===== config.mk =====
export PLATFORM = sky130hd
export DESIGN_NAME = sorted_time_queue
export DESIGN_NICKNAME = d
export VERILOG_FILES = /design/src/sv/stq_pkg.sv /design/src/sv/stq_ctrl.sv /design/src/sv/stq_datapath.sv /design/src/sv/sorted_time_queue.sv
export SDC_FILE = /design/constraint.sdc
export NUM_CORES = 2
export LEC_CHECK = 0
export BUFFER_PORTS_ARGS = -buffer_cell sky130_fd_sc_hd__buf_4
export CELL_PAD_IN_SITES_DETAIL_PLACEMENT = 0
export CELL_PAD_IN_SITES_GLOBAL_PLACEMENT = 1
export CORE_ASPECT_RATIO = 1.25
export CORE_MARGIN = 2
export CORE_UTILIZATION = 38
export CTS_CLUSTER_SIZE = 14
export DETAILED_ROUTE_END_ITERATION = 8
export GPL_TIMING_DRIVEN = 0
export PLACE_DENSITY_LB_ADDON = 0.3
export SYNTH_ARGS = -nofsm -noshare
export SYNTH_HDL_FRONTEND = slang
export SYNTH_SLANG_ARGS = --single-unit

===== constraint.sdc =====
create_clock -name aclk -period 8.31 [get_ports aclk]
set_input_delay 1.662 -clock aclk [delete_from_list [all_inputs] [get_ports aclk]]
set_output_delay 1.662 -clock aclk [all_outputs]
set_load 0.05 [all_outputs]

===== src/sv/stq_pkg.sv =====
`timescale 1ns / 1ps

package stq_pkg;

    localparam int FUNC_W  = 2;
    localparam int TIME_W  = 32;
    localparam int COUNT_W = 5;

    localparam logic [FUNC_W-1:0] FN_INSERT = 2'd0;
    localparam logic [FUNC_W-1:0] FN_REMOVE = 2'd1;
    localparam logic [FUNC_W-1:0] FN_QUERY  = 2'd2;

    typedef struct packed {
        logic [FUNC_W-1:0] func;
        logic [TIME_W-1:0] time_value;
    } in_item_t;

    typedef struct packed {
        logic [TIME_W-1:0]  head_time;
        logic [TIME_W-1:0]  tail_time;
        logic [COUNT_W-1:0] entry_count;
        logic               is_empty;
        logic               rejected;
    } out_item_t;

    // controller -> datapath
    typedef struct packed {
        logic ins;
        logic rem;
        logic load;
        logic rej;
    } cmd_t;

    // datapath -> controller
    typedef struct packed {
        logic full;
        logic empty;
    } status_t;

endpackage


===== src/sv/stq_ctrl.sv =====
`timescale 1ns / 1ps

module stq_ctrl (
    input  logic                      aclk,
    input  logic                      aresetn,
    input  logic                      s_valid,
    output logic                      s_ready,
    input  logic [stq_pkg::FUNC_W-1:0] func,
    output logic                      m_valid,
    input  logic                      m_ready,
    input  stq_pkg::status_t          status,
    output stq_pkg::cmd_t             cmd
);

    localparam logic ST_IDLE = 1'b0;  // no result pending
    localparam logic ST_HOLD = 1'b1;  // result waits in output register

    logic state_reg;
    logic state_next;
    logic accept;

    assign s_ready = (state_reg == ST_IDLE) || m_ready;
    assign m_valid = (state_reg == ST_HOLD);
    assign accept  = s_valid && s_ready;

    always_comb begin
        cmd.load = accept;
        cmd.ins  = 1'b0;
        cmd.rem  = 1'b0;
        cmd.rej  = 1'b0;
        if (accept) begin
            case (func)
                stq_pkg::FN_INSERT: begin
                    cmd.ins = !status.full;
                    cmd.rej = status.full;
                end
                stq_pkg::FN_REMOVE: begin
                    cmd.rem = !status.empty;
                    cmd.rej = status.empty;
                end
                default: begin
                    // query, unused code acts as query
                end
            endcase
        end
    end

    always_comb begin
        state_next = state_reg;
        case (state_reg)
            ST_IDLE: begin
                if (accept) state_next = ST_HOLD;
            end
            ST_HOLD: begin
                if (m_ready && !accept) state_next = ST_IDLE;
            end
            default: state_next = ST_IDLE;
        endcase
    end

    always_ff @(posedge aclk) begin
        if (!aresetn) begin
            state_reg <= ST_IDLE;
        end else begin
            state_reg <= state_next;
        end
    end

endmodule


===== src/sv/stq_datapath.sv =====
`timescale 1ns / 1ps

module stq_datapath #(
    parameter int DEPTH     = 16,
    parameter int TIME_BITS = 32
) (
    input  logic                       aclk,
    input  logic                       aresetn,
    input  stq_pkg::cmd_t              cmd,
    input  logic [stq_pkg::TIME_W-1:0] time_in,
    output stq_pkg::status_t           status,
    output stq_pkg::out_item_t         result
);

    localparam int CW  = $clog2(DEPTH + 1);
    localparam int OTW = stq_pkg::TIME_W;
    localparam int OCW = stq_pkg::COUNT_W;

    logic [TIME_BITS-1:0] cell_reg  [DEPTH];
    logic [TIME_BITS-1:0] cell_next [DEPTH];
    logic [DEPTH-1:0]     occ_reg;     // thermometer: bit i set when cell i holds an entry
    logic [DEPTH-1:0]     occ_next;
    logic [CW-1:0]        count_reg;
    logic [CW-1:0]        count_next;
    logic [TIME_BITS-1:0] tail_reg;
    logic [TIME_BITS-1:0] tail_next;
    stq_pkg::out_item_t   res_reg;
    stq_pkg::out_item_t   res_next;

    logic [TIME_BITS-1:0] t;
    logic [DEPTH-1:0]     gt;
    logic [DEPTH-1:0]     shift;
    logic [DEPTH-1:0]     place;

    assign t = TIME_BITS'(time_in);

    assign status.full  = occ_reg[DEPTH-1];
    assign status.empty = !occ_reg[0];
    assign result       = res_reg;

    // each cell compares against the new time; entries above it move up one
    always_comb begin
        for (int i = 0; i < DEPTH; i++) begin
            gt[i] = occ_reg[i] && (cell_reg[i] > t);
        end
        shift[0] = 1'b0;
        place[0] = gt[0] || !occ_reg[0];
        for (int i = 1; i < DEPTH; i++) begin
            shift[i] = gt[i-1];
            place[i] = !gt[i-1] && (gt[i] || (!occ_reg[i] && occ_reg[i-1]));
        end
    end

    always_comb begin
        for (int i = 0; i < DEPTH; i++) begin
            cell_next[i] = cell_reg[i];
            if (cmd.ins) begin
                if (shift[i])      cell_next[i] = cell_reg[(i == 0) ? 0 : i - 1];
                else if (place[i]) cell_next[i] = t;
            end else if (cmd.rem && (i < DEPTH - 1)) begin
                cell_next[i] = cell_reg[(i == DEPTH - 1) ? i : i + 1];
            end
        end
    end

    always_comb begin
        occ_next   = occ_reg;
        count_next = count_reg;
        tail_next  = tail_reg;
        if (cmd.ins) begin
            occ_next   = {occ_reg[DEPTH-2:0], 1'b1};
            count_next = count_reg + CW'(1);
            if (!occ_reg[0] || (t >= tail_reg)) tail_next = t;
        end else if (cmd.rem) begin
            occ_next   = {1'b0, occ_reg[DEPTH-1:1]};
            count_next = count_reg - CW'(1);
        end
    end

    always_comb begin
        res_next.head_time   = occ_next[0] ? OTW'(cell_next[0]) : '0;
        res_next.tail_time   = occ_next[0] ? OTW'(tail_next) : '0;
        res_next.entry_count = OCW'(count_next);
        res_next.is_empty    = !occ_next[0];
        res_next.rejected    = cmd.rej;
    end

    always_ff @(posedge aclk) begin
        if (!aresetn) begin
            occ_reg   <= '0;
            count_reg <= '0;
        end else begin
            occ_reg   <= occ_next;
            count_reg <= count_next;
        end
    end

    always_ff @(posedge aclk) begin
        for (int i = 0; i < DEPTH; i++) begin
            cell_reg[i] <= cell_next[i];
        end
        tail_reg <= tail_next;
        if (cmd.load) res_reg <= res_next;
    end

endmodule


===== src/sv/sorted_time_queue.sv =====
`timescale 1ns / 1ps
// Channel   Ports                       Direction  Payload
// input     s_valid s_ready s_data      in         func, time_value
// result    m_valid m_ready m_data      out        head_time, tail_time, entry_count,
//                                                  is_empty, rejected
//
// One transaction per cycle: every cell compares and shifts in parallel in the
// cycle the input is accepted, and the result is loaded into the output register.
// The next input is taken while a result waits, as long as that result leaves
// in the same cycle. Synchronous active-low reset empties the queue; no clearing
// pass. A stalled result register stalls the input side.

module sorted_time_queue #(
    parameter int DEPTH     = 16,
    parameter int TIME_BITS = 32
) (
    input  logic               aclk,
    input  logic               aresetn,
    input  logic               s_valid,
    output logic               s_ready,
    input  stq_pkg::in_item_t  s_data,
    output logic               m_valid,
    input  logic               m_ready,
    output stq_pkg::out_item_t m_data
);

    stq_pkg::cmd_t    cmd;
    stq_pkg::status_t status;

    stq_ctrl u_ctrl (
        .aclk    (aclk),
        .aresetn (aresetn),
        .s_valid (s_valid),
        .s_ready (s_ready),
        .func    (s_data.func),
        .m_valid (m_valid),
        .m_ready (m_ready),
        .status  (status),
        .cmd     (cmd)
    );

    stq_datapath #(
        .DEPTH     (DEPTH),
        .TIME_BITS (TIME_BITS)
    ) u_datapath (
        .aclk    (aclk),
        .aresetn (aresetn),
        .cmd     (cmd),
        .time_in (s_data.time_value),
        .status  (status),
        .result  (m_data)
    );

endmodule


==> impl_metrics.py <==
metrics = {
    "yosys": {
        "yosysSeqAreaShare": 0.428,
        "netlist_area_um2": 42600,
        "ys_ff_latch": 637,
        "ys.flop_type": "edfxtp_1",
        "yosysMostFrequentCell": "nand2_1",
        "synth.area.top_cells": "edfxtp_1 39%, ha_1 16%, mux2i_1 11%, o21ai_0 6.6%, nand2_1 6.0%",
        "synthesis.nets": 4742,
        "synth_edf_count": 551,
        "avgSynthCellArea_um2": 10.3,
        "yosysUniqueCellTypes": 73,
        "synthCells": 4158,
        "synth_top_area_cell": "edfxtp_1",
        "yosys-top-cells-count": "684 x nand2_1, 562 x o21ai_0, 551 x edfxtp_1, 546 x ha_1, 479 x mux2i_1",
        "netlist.area_leader.share": 0.388,
        "async_flop_share": 0,
        "yosys_warnings": 0,
    },
    "flow_run": {
        "maxCapViolations": 1,
    },
    "floorplan": {
        "die_h_um": 379,
        "core_um2": 111000,
        "io_pins": 111,
        "row_count": 137,
        "die_x_um": 304,
        "die-area_um2": 115000,
        "initial_utilization": 0.383,
    },
    "setup_path": {
        "r2r_cells": 8,
        "critical_path_required_ps": 8660,
        "path_class": "input pin to flip-flop",
        "critical_path.max_fanout": 26,
        "crit_arrival_ps": 7040,
        "reg2reg_to": "u_datapath.cell_reg[1][231]",
        "startpoint_type": "input pin",
        "regToRegSetupSlack_ps": 3860,
        "reg2reg_from": "u_datapath.cell_reg[1][238]",
        "endpoint_kind": "flip-flop",
    },
    "timing": {
        "hold_ws_ps": 484,
        "setup_tns_ps": 0,
        "worst_slew_pin_slew_ps": 1490,
        "hold_violations": 0,
        "fmax_mhz": 149,
        "setup_viol": 0,
        "slew_headroom": 0.00447,
        "finalWorstPathRequiredPeriod_ps": 6690,
        "rsz0062_at_grt": "false",
        "drv_slew": 0,
        "skew_ps": 25.1,
        "layout_setup_ws_ps": 1620,
        "fin_crit_sh": 0.805,
    },
    "hold_path": {
        "worstHoldPathCells": 2,
        "hp-start": "u_datapath.tail_reg[16]",
        "hold_path_class": "flip-flop to flip-flop",
        "hold_path_end": "u_datapath.tail_reg[16]",
    },
    "global_route": {
        "grt_max_degree": 39,
        "grtUsageTotal": 0.261,
        "grt_pass1_wl_mm": 222,
        "antenna_found_initial": 2,
        "grt_pass1_vias": 34400,
        "gr-total-overflow": 0,
    },
    "routing": {
        "dr.pass1.iters": 5,
        "drtIter0Drc": 2763,
        "avgViaCountPerCell": 5.75,
        "route.detailed.wl_per_inst_um": 26.1,
        "wl_mm": 153,
        "via_count": 33800,
        "drcViolationCount": 0,
        "postRouteAntennaNets": 0,
    },
    "power": {
        "p_per_area_nw_per_um2": 183,
        "peakVddDrop_uv": 136,
        "p_total_mw": 8.83,
        "p_leak_nw": 21.9,
    },
    "finish": {
        "area_growth_pct": 13.5,
        "largest_reg_flops": 512,
        "fin_nets": 4944,
        "drive_gt1_frac": 0.0849,
        "finalNonFillerCells": 5880,
    },
    "clock_tree": {
        "cts_buffer_depth": 3,
        "clockRootBuffer": "clkbuf_16",
        "numClockSinks": 637,
        "ctsHoldBuffers": 0,
        "cts_setup_buffers": 0,
        "clock_latency_ps": 660,
        "cts.htree.levels": 3,
        "cts_resized": 0,
        "cts_tree": "done",
        "clk_pin_slew_ps": 60,
        "cts-buffers-inserted": 73,
    },
    "run_status": {
        "status": "finished with violations",
        "violations": "max-capacitance violations",
    },
    "placement": {
        "place_inst": 5743,
        "place_ws_ps": 1070,
        "dp_hpwl_mm": 125,
        "place_congestion": 0.913,
        "io_buffers": 110,
    },
}
[per-stage QoR]
step / utilization / instance area (µm²)
after CTS: 0.434 / 48400
final: 0.434 / 48400
after global placement: 0.407 / 45300
after global routing: 0.434 / 48400
after detailed placement: 0.412 / 45900
after floorplan: - / 42600
[critical path: stages]
cell and delay [ps]:
buf_4 90, clkbuf_1 610, inv_1 770, ha_1 580, nand4_1 220, or4_1 690
nand3b_1 230, a21oi_1 350, nor4_1 180, nor2_2 460, buf_2 400, nor2_1 120
a31oi_4 360, buf_12 240
[cells in the final DEF (no fill, tap or decap), types with 72 or more instances in the layout]
| cell type | count |
|---|---|
| a21o_1 | 72 |
| dfxtp_1 | 86 |
| edfxtp_1 | 551 |
| inv_1 | 97 |
| nand4_1 | 111 |
| mux2i_1 | 479 |
| buf_4 | 117 |
| nand2_1 | 684 |
| a21oi_1 | 177 |
| clkbuf_16 | 79 |
| nor2_1 | 80 |
| ha_1 | 546 |
| o21ai_0 | 562 |
| clkbuf_1 | 185 |
[worst max-delay path by stage]
stage	start	end	slack, ps	cells past startpoint
2_1_floorplan	s_data[28]	u_datapath.cell_reg[1][160]	1890	12
3_3_place_gp	s_data[28]	u_datapath.cell_reg[1][165]	-1180	13
3_5_place_dp	s_data[28]	u_datapath.cell_reg[1][166]	1070	14
4_1_cts	s_data[28]	u_datapath.cell_reg[1][169]	1770	14
5_1_grt	s_data[28]	u_datapath.cell_reg[1][169]	1660	14
6_report	s_data[28]	u_datapath.cell_reg[1][169]	1620	14
[report_power, final]
group / leakage (nW) / switching (mW) / total [mW] / internal, mW
logic: 14.8 / 0.997 / 1.53 / 0.535
registers: 5.83 / 0.161 / 3.85 / 3.69
clock network: 1.22 / 1.41 / 3.45 / 2.04
[metal layers]
metal  track usage  vias to the layer above  part of all wire
li1              -                    16000                 -
met1         0.315                    16500              0.41
met2         0.469                      998              0.50
met3        0.0226                      273             0.044
met4         0.128                        0             0.049
met5             0                        -                 0
[layout make-up]
cell class / count / area [µm²]
well taps: 1459 / 1830
repair buffers: 127 / 1160
multi-input cells: 3185 / 23200
plain buffers: 238 / 1060
flip-flops and latches: 637 / 18300
fillers: 10900 / 63000
clock inverters: 26 / 322
diodes: 2 / 5.00
inverters: 98 / 370
clock buffers: 108 / 2190
[kinds of logic (layout without fill, tap and decap cells)]
family,after synthesis,after routing,synth area share
simple gates,1113,1113,0.118
compound gates,1042,1042,0.147
flops,637,637,0.428
fa+ha+maj,546,546,0.160
mux,480,480,0.113
buf+inv,336,597,0.0335
xor+xnor,4,4,0.000822
other cells,0,2,0
No activity file was read; power rests on OpenSTA's default activity.
